$ cat src/ipbl_pkg.sv
// shared types and constants for the ipv4 source address blocklist filter
package ipbl_pkg;

  localparam int TABLE_ENTRIES_DEF = 64;
  localparam int ADDR_W            = 32;
  localparam int IN_TDATA_W        = 40;
  localparam int OUT_TDATA_W       = 8;

  typedef enum logic [1:0] {
    CMD_CHECK = 2'd0,
    CMD_ADD   = 2'd1,
    CMD_DEL   = 2'd2,
    CMD_NONE  = 2'd3
  } cmd_t;

  typedef enum logic [1:0] {
    ST_OK        = 2'd0,
    ST_PRESENT   = 2'd1,
    ST_NOT_FOUND = 2'd2,
    ST_FULL      = 2'd3
  } status_t;

  typedef enum logic [1:0] {
    S_IDLE,
    S_SCAN,
    S_FINISH
  } state_t;

  // lookup token that walks the cell chain
  typedef struct packed {
    logic              vld;
    logic [ADDR_W-1:0] addr;
    logic              hit;
    logic              free;
  } scan_t;

  // table update broadcast to every cell
  typedef struct packed {
    logic              add;
    logic              del;
    logic [ADDR_W-1:0] addr;
  } commit_t;

endpackage

$ cat src/ipbl_cell.sv
// one table slot: valid bit, address, compare and hand-off of the lookup token
module ipbl_cell (
  input  logic            clk,
  input  logic            rst_n,
  input  ipbl_pkg::scan_t   scan_in,
  output ipbl_pkg::scan_t   scan_out,
  input  ipbl_pkg::commit_t commit
);

  logic                        valid_r, valid_nxt;
  logic [ipbl_pkg::ADDR_W-1:0] addr_r, addr_nxt;
  logic                        hit_mark_r, hit_mark_nxt;
  logic                        free_mark_r, free_mark_nxt;
  logic                        scan_vld_r;
  logic [ipbl_pkg::ADDR_W-1:0] scan_addr_r;
  logic                        scan_hit_r, scan_free_r;
  logic                        match;

  assign match = valid_r && (addr_r == scan_in.addr);

  always_comb begin
    valid_nxt     = valid_r;
    addr_nxt      = addr_r;
    hit_mark_nxt  = hit_mark_r;
    free_mark_nxt = free_mark_r;
    if (scan_in.vld) begin
      hit_mark_nxt  = match;
      free_mark_nxt = !valid_r && !scan_in.free;
    end
    if (commit.add && free_mark_r) begin
      valid_nxt = 1'b1;
      addr_nxt  = commit.addr;
    end
    if (commit.del && hit_mark_r) begin
      valid_nxt = 1'b0;
    end
  end

  always_ff @(posedge clk) begin
    if (!rst_n) begin
      valid_r     <= 1'b0;
      hit_mark_r  <= 1'b0;
      free_mark_r <= 1'b0;
      scan_vld_r  <= 1'b0;
    end else begin
      valid_r     <= valid_nxt;
      hit_mark_r  <= hit_mark_nxt;
      free_mark_r <= free_mark_nxt;
      scan_vld_r  <= scan_in.vld;
    end
  end

  always_ff @(posedge clk) begin
    addr_r      <= addr_nxt;
    scan_addr_r <= scan_in.addr;
    scan_hit_r  <= scan_in.hit || match;
    scan_free_r <= scan_in.free || !valid_r;
  end

  assign scan_out.vld  = scan_vld_r;
  assign scan_out.addr = scan_addr_r;
  assign scan_out.hit  = scan_hit_r;
  assign scan_out.free = scan_free_r;

endmodule

$ cat src/ipbl_ctrl.sv
// request sequencing, verdict and status decision, output register
module ipbl_ctrl (
  input  logic                        clk,
  input  logic                        rst_n,
  input  logic                        in_tvalid,
  output logic                        in_tready,
  input  ipbl_pkg::cmd_t              in_cmd,
  input  logic [ipbl_pkg::ADDR_W-1:0] in_addr,
  input  logic                        in_ipv4,
  output ipbl_pkg::scan_t             scan_in,
  input  ipbl_pkg::scan_t             scan_ret,
  output ipbl_pkg::commit_t           commit,
  output logic                        out_tvalid,
  input  logic                        out_tready,
  output logic                        out_drop,
  output ipbl_pkg::status_t           out_status
);

  ipbl_pkg::state_t            state_r, state_nxt;
  ipbl_pkg::cmd_t              cmd_r, cmd_nxt;
  logic [ipbl_pkg::ADDR_W-1:0] addr_r, addr_nxt;
  logic                        ipv4_r, ipv4_nxt;
  logic                        hit_r, hit_nxt;
  logic                        free_r, free_nxt;
  logic                        out_vld_r, out_vld_nxt;
  logic                        drop_r, drop_nxt;
  ipbl_pkg::status_t           status_r, status_nxt;
  logic                        out_free;
  logic                        load;
  logic                        res_drop;
  ipbl_pkg::status_t           res_status;
  logic                        do_add, do_del;

  assign out_free = !out_vld_r || out_tready;

  // next state
  always_comb begin
    state_nxt = state_r;
    case (state_r)
      ipbl_pkg::S_IDLE: begin
        if (in_tvalid) state_nxt = ipbl_pkg::S_SCAN;
      end
      ipbl_pkg::S_SCAN: begin
        if (scan_ret.vld) state_nxt = ipbl_pkg::S_FINISH;
      end
      ipbl_pkg::S_FINISH: begin
        if (out_free) state_nxt = ipbl_pkg::S_IDLE;
      end
      default: state_nxt = ipbl_pkg::S_IDLE;
    endcase
  end

  // result of the finished lookup
  always_comb begin
    res_drop   = 1'b0;
    res_status = ipbl_pkg::ST_OK;
    do_add     = 1'b0;
    do_del     = 1'b0;
    case (cmd_r)
      ipbl_pkg::CMD_CHECK: begin
        res_drop = ipv4_r && hit_r;
      end
      ipbl_pkg::CMD_ADD: begin
        if (hit_r) begin
          res_status = ipbl_pkg::ST_PRESENT;
        end else if (!free_r) begin
          res_status = ipbl_pkg::ST_FULL;
        end else begin
          do_add = 1'b1;
        end
      end
      ipbl_pkg::CMD_DEL: begin
        if (!hit_r) begin
          res_status = ipbl_pkg::ST_NOT_FOUND;
        end else begin
          do_del = 1'b1;
        end
      end
      default: begin
        res_drop = 1'b0;
      end
    endcase
  end

  // outputs
  always_comb begin
    in_tready    = (state_r == ipbl_pkg::S_IDLE);
    scan_in.vld  = (state_r == ipbl_pkg::S_IDLE) && in_tvalid;
    scan_in.addr = in_addr;
    scan_in.hit  = 1'b0;
    scan_in.free = 1'b0;
    load         = (state_r == ipbl_pkg::S_FINISH) && out_free;
    commit.add   = load && do_add;
    commit.del   = load && do_del;
    commit.addr  = addr_r;
  end

  always_comb begin
    cmd_nxt     = cmd_r;
    addr_nxt    = addr_r;
    ipv4_nxt    = ipv4_r;
    hit_nxt     = hit_r;
    free_nxt    = free_r;
    drop_nxt    = drop_r;
    status_nxt  = status_r;
    out_vld_nxt = out_vld_r;
    if (scan_in.vld) begin
      cmd_nxt  = in_cmd;
      addr_nxt = in_addr;
      ipv4_nxt = in_ipv4;
    end
    if ((state_r == ipbl_pkg::S_SCAN) && scan_ret.vld) begin
      hit_nxt  = scan_ret.hit;
      free_nxt = scan_ret.free;
    end
    if (load) begin
      out_vld_nxt = 1'b1;
      drop_nxt    = res_drop;
      status_nxt  = res_status;
    end else if (out_tready) begin
      out_vld_nxt = 1'b0;
    end
  end

  always_ff @(posedge clk) begin
    if (!rst_n) begin
      state_r   <= ipbl_pkg::S_IDLE;
      out_vld_r <= 1'b0;
    end else begin
      state_r   <= state_nxt;
      out_vld_r <= out_vld_nxt;
    end
  end

  always_ff @(posedge clk) begin
    cmd_r    <= cmd_nxt;
    addr_r   <= addr_nxt;
    ipv4_r   <= ipv4_nxt;
    hit_r    <= hit_nxt;
    free_r   <= free_nxt;
    drop_r   <= drop_nxt;
    status_r <= status_nxt;
  end

  assign out_tvalid = out_vld_r;
  assign out_drop   = drop_r;
  assign out_status = status_r;

  a_commit_excl: assert property (@(posedge clk) disable iff (!rst_n)
    !(commit.add && commit.del))
    else $error("add and delete committed together");

  a_ret_in_scan: assert property (@(posedge clk) disable iff (!rst_n)
    scan_ret.vld |-> (state_r == ipbl_pkg::S_SCAN))
    else $error("lookup token returned outside scan");

  a_start_scan: assert property (@(posedge clk) disable iff (!rst_n)
    scan_in.vld |=> (state_r == ipbl_pkg::S_SCAN))
    else $error("accepted request did not start a scan");

  a_load_valid: assert property (@(posedge clk) disable iff (!rst_n)
    load |=> out_vld_r)
    else $error("loaded result not presented");

endmodule

$ cat src/ip_blocklist_filter_top.sv
// ipv4 source address blocklist filter: chain of table cells and control
//
// in channel: one request per transfer; tdata carries the command (packet
// check, add address, delete address) and the address, tuser marks an ipv4
// packet. out channel: one response per request, in request order; tdata
// carries the drop verdict and the status code.
// the table is a row of TABLE_ENTRIES cells, each holding one address and its
// valid bit. a request sends a lookup token down the row, one cell per cycle;
// at the end of the row the control decides the verdict or status and, for a
// successful add or delete, updates the chosen cell by a broadcast to every cell.
// the next request is accepted only once the token has walked the whole cell
// row and the result is loaded; one request is in the table at a time.
// a finished response waits in the output register while the next request
// is accepted and scanned; if the receiver still stalls when that scan ends,
// the table update and the in channel wait until the register frees.
// reset: synchronous, active low; all valid bits clear, so the table is empty.
module ip_blocklist_filter_top #(
  parameter int TABLE_ENTRIES = ipbl_pkg::TABLE_ENTRIES_DEF
) (
  input  logic                            clk,
  input  logic                            rst_n,
  input  logic                            in_tvalid,
  output logic                            in_tready,
  // [1:0] cmd, [33:2] ip_addr, [39:34] zero
  input  logic [ipbl_pkg::IN_TDATA_W-1:0] in_tdata,
  // [0] is_ipv4
  input  logic                            in_tuser,
  output logic                            out_tvalid,
  input  logic                            out_tready,
  // [0] drop, [2:1] status, [7:3] zero
  output logic [ipbl_pkg::OUT_TDATA_W-1:0] out_tdata
);

  ipbl_pkg::scan_t   chain [TABLE_ENTRIES+1];
  ipbl_pkg::commit_t commit;
  logic              drop;
  ipbl_pkg::status_t status;

  ipbl_ctrl u_ctrl (
    .clk        (clk),
    .rst_n      (rst_n),
    .in_tvalid  (in_tvalid),
    .in_tready  (in_tready),
    .in_cmd     (ipbl_pkg::cmd_t'(in_tdata[1:0])),
    .in_addr    (in_tdata[ipbl_pkg::ADDR_W+1:2]),
    .in_ipv4    (in_tuser),
    .scan_in    (chain[0]),
    .scan_ret   (chain[TABLE_ENTRIES]),
    .commit     (commit),
    .out_tvalid (out_tvalid),
    .out_tready (out_tready),
    .out_drop   (drop),
    .out_status (status)
  );

  for (genvar i = 0; i < TABLE_ENTRIES; i++) begin : g_cell
    ipbl_cell u_cell (
      .clk      (clk),
      .rst_n    (rst_n),
      .scan_in  (chain[i]),
      .scan_out (chain[i+1]),
      .commit   (commit)
    );
  end

  assign out_tdata = {{(ipbl_pkg::OUT_TDATA_W-3){1'b0}}, status, drop};

endmodule
$ cat config.mk
export PLATFORM = sky130hd
export DESIGN_NAME = ip_blocklist_filter_top
export DESIGN_NICKNAME = d
export VERILOG_FILES = /design/src/ipbl_pkg.sv /design/src/ipbl_cell.sv /design/src/ipbl_ctrl.sv /design/src/ip_blocklist_filter_top.sv
export SDC_FILE = /design/constraint.sdc
export NUM_CORES = 2
export LEC_CHECK = 0
export ABC_AREA = 1
export BUFFER_PORTS_ARGS = -buffer_cell sky130_fd_sc_hd__buf_2
export CAP_MARGIN = 15
export CORE_MARGIN = 2
export CORE_UTILIZATION = 62
export CTS_CLUSTER_DIAMETER = 100
export CTS_CLUSTER_SIZE = 14
export DETAILED_ROUTE_END_ITERATION = 8
export PLACE_DENSITY_LB_ADDON = 0.1
export SLEW_MARGIN = 20
export SYNTH_ARGS = -nofsm -noshare
export SYNTH_HDL_FRONTEND = slang
export SYNTH_SLANG_ARGS = --single-unit
$ cat constraint.sdc
create_clock -name clk -period 2.7 [get_ports clk]
set_input_delay 0.54 -clock clk [delete_from_list [all_inputs] [get_ports clk]]
set_output_delay 0.54 -clock clk [all_outputs]
set_load 0.02 [all_outputs]
Word level (Yosys, flattened, before mapping)
Cells that the tools add are included.
{"block": "op_classes", "bitwise_logic": 1, "n_reduce_logical": 584, "n_mux": 15, "n_eq_ne": 71}
{"operator": "$eq 32x32->1", "count": 64}
{"operator": "$logic_and 1x1->1", "count": 261}
{"operator": "$logic_not 1->1", "count": 128}
{"operator": "$reduce_or 2->1", "count": 64}
{"operator": "$logic_or 1x1->1", "count": 127}
{"operator": "$mux 2", "count": 6}
{"operator": "$mux 1", "count": 7}
{"operator": "$pmux 2 s3", "count": 1}
{"operator": "$eq 2x1->1 const B", "count": 2}
{"operator": "$eq 2x2->1 const B", "count": 2}
{"operator": "$logic_not 2->1", "count": 2}
{"operator": "$ne 2x1->1 const B", "count": 2}
{"operator": "$pmux 2 s2", "count": 1}
{"operator": "$reduce_and 3->1", "count": 1}
{"operator": "$ne 2x2->1 const B", "count": 1}
{"operator": "$reduce_bool 2->1", "count": 1}
{"operator": "$not 1->1", "count": 1}
{"block": "word_totals", "ff_bits": 4491, "out_inout_bits": 10, "word_cells": 1191}

Longest topological paths before layout
{"block": "depth", "depth_word": 6, "depth_mapped": 10, "ltp_nobuf": 10}

Cells and area by module
Synthesis repeated with hierarchy kept, for this count alone.
{"block": "unflattened", "hier_cells": 14458, "hier_area_um2": 155850.7}
{"module": "ipbl_cell", "area_each_um2": 2407.3, "cells_each": 224, "instances": 64}
{"module": "ipbl_ctrl", "area_each_um2": 1734.2, "cells_each": 115, "instances": 1}
{"module": "ip_blocklist_filter_top", "area_each_um2": 48.8, "cells_each": 7, "instances": 1}

Least setup slack after synthesis
Ideal clock, no wire load.
{"block": "synth_timing", "kind": "reg2reg", "start": "register u_ctrl.cmd_r[1]", "end": "register g_cell[51].u_cell.addr_r[0] (netlist bit), enable pin", "t_required_ps": 2313, "arrival_time_ps": 1876, "setup_slack_ps": 437, "stages_incl_launch_ff": 8, "path_buffers": 1, "path_cell_list": "edfxtp_1 inv_1 ha_1 nand3_1 nor2_8 buf_6 nand2_1 inv_1"}
{"block": "synth_between", "elab_chain_cells": 4}
{"item": "from (decl)", "line_no": "ipbl_ctrl.sv:20", "rtl": "ipbl_pkg::cmd_t cmd_r, cmd_nxt;"}
{"item": "from (signal assigned)", "line_no": "ipbl_ctrl.sv:136", "rtl": "cmd_r <= cmd_nxt;"}
{"item": "$eq 2x1->1", "line_no": "ipbl_ctrl.sv:59", "rtl": "case (cmd_r)"}
{"item": "$mux 1", "line_no": "ipbl_ctrl.sv:59"}
{"item": "$logic_and 1x1->1", "line_no": "ipbl_ctrl.sv:93", "rtl": "commit.add = load && do_add;"}
{"item": "$logic_and 1x1->1", "line_no": "ipbl_cell.sv:30", "rtl": "if (commit.add && free_mark_r) begin"}
{"item": "to (signal assigned)", "line_no": "ipbl_cell.sv:54", "rtl": "addr_r <= addr_nxt;"}
{"item": "to (decl)", "line_no": "ipbl_cell.sv:11", "rtl": "logic [ipbl_pkg::ADDR_W-1:0] addr_r, addr_nxt;"}
No other way between the ends.
A chain may end at the register's enable or synchronous reset.

Worst setup path in the final report
{"block": "layout_timing", "start": "register u_ctrl.cmd_r[1]", "end": "register g_cell[8].u_cell.addr_r[12] (netlist bit), enable pin"}
{"block": "layout_between", "elab_chain_cells": 4}
{"item": "$eq 2x1->1", "line_no": "ipbl_ctrl.sv:59"}
{"item": "$mux 1", "line_no": "ipbl_ctrl.sv:59"}
{"item": "$logic_and 1x1->1", "line_no": "ipbl_ctrl.sv:93"}
{"item": "$logic_and 1x1->1", "line_no": "ipbl_cell.sv:30"}
{"item": "to (signal assigned)", "line_no": "ipbl_cell.sv:54"}
{"item": "to (decl)", "line_no": "ipbl_cell.sv:11"}
No other way between the ends.

==> impl_results.html <==
<table>
<tr><th>Metric</th><th>Value</th></tr>
<tr><th colspan="2">Setup path</th></tr>
<tr><td>Worst EP required</td><td>3.30 ns</td></tr>
<tr><td>CP endpoint</td><td>g_cell[8].u_cell.addr_r[12]</td></tr>
<tr><td>Endpoint of the most critical register-to-register path</td><td>g_cell[8].u_cell.addr_r[12]</td></tr>
<tr><td>FF-to-FF path depth</td><td>8</td></tr>
<tr><td>Reg-to-reg slack, setup</td><td>0.24 ns</td></tr>
<tr><td>Critical path startpoint</td><td>u_ctrl.cmd_r[1]</td></tr>
<tr><td>Worst Path Arrival</td><td>3.06 ns</td></tr>
<tr><td>Critical path peak fanout</td><td>24</td></tr>
<tr><td>RR Startpoint</td><td>u_ctrl.cmd_r[1]</td></tr>
<tr><td>Type of destination of the critical path</td><td>flip-flop</td></tr>
<tr><td>Critical setup path kind</td><td>reg2reg</td></tr>
<tr><td>Startpoint class of the critical path</td><td>flip-flop</td></tr>
<tr><th colspan="2">Job</th></tr>
<tr><td>Max-cap viol count</td><td>0</td></tr>
<tr><th colspan="2">Global route</th></tr>
<tr><td>Vias in the first global route</td><td>84614</td></tr>
<tr><td>Largest net degree at the start of global routing</td><td>84</td></tr>
<tr><td>Global-route wire length before repair</td><td>493000 um</td></tr>
<tr><td>Remaining global-route overflow</td><td>0</td></tr>
<tr><td>GRT Resource Usage Total</td><td>26.5%</td></tr>
<tr><td>Number of antenna violations at the first check in global routing</td><td>13</td></tr>
<tr><th colspan="2">Detailed routing</th></tr>
<tr><td>Drt first-iter violations</td><td>7259</td></tr>
<tr><td>Total iterations of the first detailed-routing run</td><td>5</td></tr>
<tr><td>DRC errors left</td><td>0</td></tr>
<tr><td>Drt wl/cell</td><td>18.9 um</td></tr>
<tr><td>Final wirelength</td><td>325000 um</td></tr>
<tr><td>Detail-routed via count per cell</td><td>5.01</td></tr>
<tr><td>Vias</td><td>86255</td></tr>
<tr><td>Routed Antenna Nets</td><td>0</td></tr>
<tr><th colspan="2">STA</th></tr>
<tr><td>Hold Violations, Final</td><td>0</td></tr>
<tr><td>Setup repair after global routing missed its margin</td><td>no</td></tr>
<tr><td>Shortest period the worst path allows</td><td>2.46 ns</td></tr>
<tr><td>Worst max-slew margin expressed relative to the limit</td><td>27.7%</td></tr>
<tr><td>Clock tree skew after final layout</td><td>0.0452 ns</td></tr>
<tr><td>Number of max-slew violations in the final report</td><td>0</td></tr>
<tr><td>Setup violation total in the final timing report</td><td>0</td></tr>
<tr><td>Measured slew at the worst slew-check pin</td><td>1.08 ns</td></tr>
<tr><td>Max Clock Freq</td><td>406 MHz</td></tr>
<tr><td>Setup TNS Final</td><td>0 ns</td></tr>
<tr><td>Portion of the clock cycle consumed by the worst path in the final layout</td><td>91.3%</td></tr>
<tr><td>Crit path setup slack, layout</td><td>0.236 ns</td></tr>
<tr><th colspan="2">Pwr</th></tr>
<tr><td>P_sw</td><td>25.8 mW</td></tr>
<tr><td>Leak</td><td>70.0 nW</td></tr>
<tr><td>Cell-internal power</td><td>99.6 mW</td></tr>
<tr><td>Sequential group share of total power</td><td>58.9%</td></tr>
<tr><td>Maximum ir drop on the vdd rail</td><td>614 uV</td></tr>
<tr><td>Power density cells</td><td>748 nW/um^2</td></tr>
<tr><td>Clock network power share</td><td>38.7%</td></tr>
<tr><td>Combinational Power Share</td><td>2.4%</td></tr>
<tr><td>Share of total power consumed by net switching</td><td>20.6%</td></tr>
<tr><th colspan="2">Yosys</th></tr>
<tr><td>Fraction of synthesis flops using an asynchronous set or reset pin</td><td>0%</td></tr>
<tr><td>Count of warnings emitted by yosys</td><td>0</td></tr>
<tr><td>Synth cell types</td><td>36</td></tr>
<tr><td>Syn_area_per_cell</td><td>11.4 um^2</td></tr>
<tr><td>Summed instance area of the synthesized netlist</td><td>150000 um^2</td></tr>
<tr><td>Flip-flop and latch count after synthesis</td><td>4491</td></tr>
<tr><td>Number of enable flip-flop cells after synthesis</td><td>2088</td></tr>
<tr><td>Register area share after synthesis</td><td>73.8%</td></tr>
<tr><td>Top_reg_cell synth</td><td>sky130_fd_sc_hd__dfxtp_1</td></tr>
<tr><td>Cell count after synthesis</td><td>13159</td></tr>
<tr><th colspan="2">Clock network</th></tr>
<tr><td>TritonCTS buffer count</td><td>370</td></tr>
<tr><td>Clock Pin Slew Worst Setup and Hold Paths</td><td>0.07 ns</td></tr>
<tr><td>TritonCTS clock tree</td><td>done</td></tr>
<tr><td>Resized cells post-CTS</td><td>0</td></tr>
<tr><td>Maximum clock path buffer count</td><td>4</td></tr>
<tr><td>Number of H-tree levels</td><td>5</td></tr>
<tr><td>Clock latency of the later-clocked register in the worst-skew pair</td><td>0.95 ns</td></tr>
<tr><td>Cell at the root of the clock tree</td><td>sky130_fd_sc_hd__clkbuf_16</td></tr>
<tr><td>TritonCTS sink count</td><td>4491</td></tr>
<tr><th colspan="2">Die</th></tr>
<tr><td>Total number of placement rows</td><td>180</td></tr>
<tr><td>Floorplan die area</td><td>246000 um^2</td></tr>
<tr><td>IO Pins</td><td>55</td></tr>
<tr><td>Initial Util</td><td>62.4%</td></tr>
<tr><td>Placeable core region</td><td>241000 um^2</td></tr>
<tr><td>Overall die height</td><td>496 um</td></tr>
<tr><td>Overall die width</td><td>496 um</td></tr>
<tr><th colspan="2">Hold path</th></tr>
<tr><td>Hold crit path type</td><td>in2reg</td></tr>
<tr><th colspan="2">Place</th></tr>
<tr><td>Number of buffers added on ports</td><td>43</td></tr>
<tr><td>HPWL after detailed placement</td><td>215000 um</td></tr>
<tr><td>RePlAce Congestion</td><td>0.905</td></tr>
<tr><td>Post-place setup slack</td><td>0.280 ns</td></tr>
<tr><th colspan="2">Finish</th></tr>
<tr><td>Area growth from synthesis to layout</td><td>11.7%</td></tr>
<tr><td>Fraction of final layout cells with drive strength greater than 1</td><td>4.97%</td></tr>
<tr><td>Net count, final</td><td>13780</td></tr>
<tr><th colspan="2">Outcome</th></tr>
<tr><td>Status</td><td>finished, final reports clean</td></tr>
</table>
[worst min path at each step]
stage                                 startpoint                           endpoint  slack (ns)  depth (start not counted)
2_1_floorplan    g_cell[9].u_cell.scan_addr_r[0]   g_cell[10].u_cell.scan_addr_r[0]        0.33                          0
3_3_place_gp    g_cell[27].u_cell.scan_addr_r[7]   g_cell[28].u_cell.scan_addr_r[7]        0.34                          0
3_5_place_dp   g_cell[26].u_cell.scan_addr_r[29]  g_cell[27].u_cell.scan_addr_r[29]        0.34                          0
4_1_cts                             in_tdata[19]   g_cell[0].u_cell.scan_addr_r[17]        0.23                          2
5_1_grt                             in_tdata[14]   g_cell[0].u_cell.scan_addr_r[12]        0.26                          2
6_report                            in_tdata[14]   g_cell[0].u_cell.scan_addr_r[12]        0.29                          2
[registers in the layout, indices dropped and copies added, names as in the netlist, 2 cells and up]
signal and count:
u_ctrl.cmd_r 2, u_ctrl.addr_r 32, g_cell.u_cell.addr_r 2048, g_cell.u_cell.valid_r 64
g_cell.u_cell.hit_mark_r 64, g_cell.u_cell.scan_vld_r 64, u_ctrl.out_status 2, g_cell.u_cell.scan_free_r 64
g_cell.u_cell.scan_addr_r 2016, u_ctrl.state_r 2, g_cell.u_cell.free_mark_r 64, g_cell.u_cell.scan_hit_r 64
[layout by cell type, fill, tap and decap left out, types with 104 or more instances in the layout]
cell type,n
sky130_fd_sc_hd__a21oi_1,178
sky130_fd_sc_hd__buf_12,116
sky130_fd_sc_hd__clkbuf_1,268
sky130_fd_sc_hd__clkbuf_16,377
sky130_fd_sc_hd__dfxtp_1,2403
sky130_fd_sc_hd__edfxtp_1,2088
sky130_fd_sc_hd__inv_1,2434
sky130_fd_sc_hd__nand2_1,3114
sky130_fd_sc_hd__nand3_1,236
sky130_fd_sc_hd__nand4_1,104
sky130_fd_sc_hd__nor2_1,934
sky130_fd_sc_hd__o21ai_0,581
sky130_fd_sc_hd__xnor2_1,605
sky130_fd_sc_hd__xor2_1,211
[logic make-up after synthesis]
kind of cell,share of synthesized area [%]
other,0.00250
and+or+nand+nor,11.8
DFF,73.8
adders and majority gates,0.0250
AOI/OAI and AO/OA,3.41
xor gates and xnor gates,4.76
buffers and inverters,6.26
[power by group through the flow]
stage / Combinational, mW / Sequential, mW / Clock [mW]
2_1_floorplan: 1.38 / 74.9 / 0
3_3_place_gp: 2.88 / 75.3 / 0
3_5_place_dp: 2.97 / 75.3 / 0
4_1_cts: 3.04 / 73.8 / 49.3
5_1_grt: 3.34 / 73.9 / 51.8
6_report: 3.05 / 73.8 / 48.6
[layout make-up]
class	instances	area, um^2
Antenna cell	6	15.0
Clock buffer	645	10400
Clock inverter	4	57.6
Fill cell	16676	73000
Inverter	2435	9150
Multi-Input combinational cell	6191	30000
Sequential cell	4491	111000
Tap cell	3185	3990
Timing Repair Buffer	243	3280
[worst max-delay path, cell delays in order (launching register included)]
cell and delay [ns]:
sky130_fd_sc_hd__edfxtp_1 0.42, sky130_fd_sc_hd__inv_1 0.11, sky130_fd_sc_hd__ha_1 0.19, sky130_fd_sc_hd__nand3_1 0.18
sky130_fd_sc_hd__nor2_8 0.43, sky130_fd_sc_hd__buf_12 0.22, sky130_fd_sc_hd__nand2_1 0.10, sky130_fd_sc_hd__inv_1 0.09
sky130_fd_sc_hd__buf_4 0.33
[cells in the mapped netlist, drive strengths merged, types with 2 or more instances]
library cell	instances	area share, %
a221oi	64	0.62
nor2	937	2.4
dfxtp	2403	32
o22ai	54	0.22
or2	43	0.18
buf	21	0.11
xnor2	605	3.5
nand3	236	0.79
ha	3	0.025
a21oi	178	0.59
nor3b	2	0.010
nand2	3117	7.8
o21ai	581	1.9
edfxtp	2088	42
nand4	104	0.43
clkbuf	25	0.062
xor2	211	1.2
nor3	19	0.063
inv	2435	6.1
nand3b	27	0.13
[metrics by stage]
stage	hold WS, ns	utilization (%)	total power [mW]	instance area (um^2)	std cells
floorplan	0.331	-	76.2	150000	13163
global placement	0.338	65.1	78.2	157000	16506
detailed placement	0.338	65.1	78.2	157000	16507
CTS	0.233	69.7	126	168000	17194
global route	0.264	69.7	129	168000	17197
finish	0.289	69.7	125	168000	17200
[what timing repair did]
item                      in CTS  in global routing
hold endpoints to repair      81                  0
hold buffers                  38                  0
buffers inserted               0                  0
[layer usage]
metal,GRT usage (%),share of wire (%),vias up
li1,-,-,42293
met1,38.4,46,41150
met2,42.1,45,2235
met3,3.11,5.4,577
met4,8.98,3.5,0
met5,0,0,-
(Power assumes the default switching activity.)
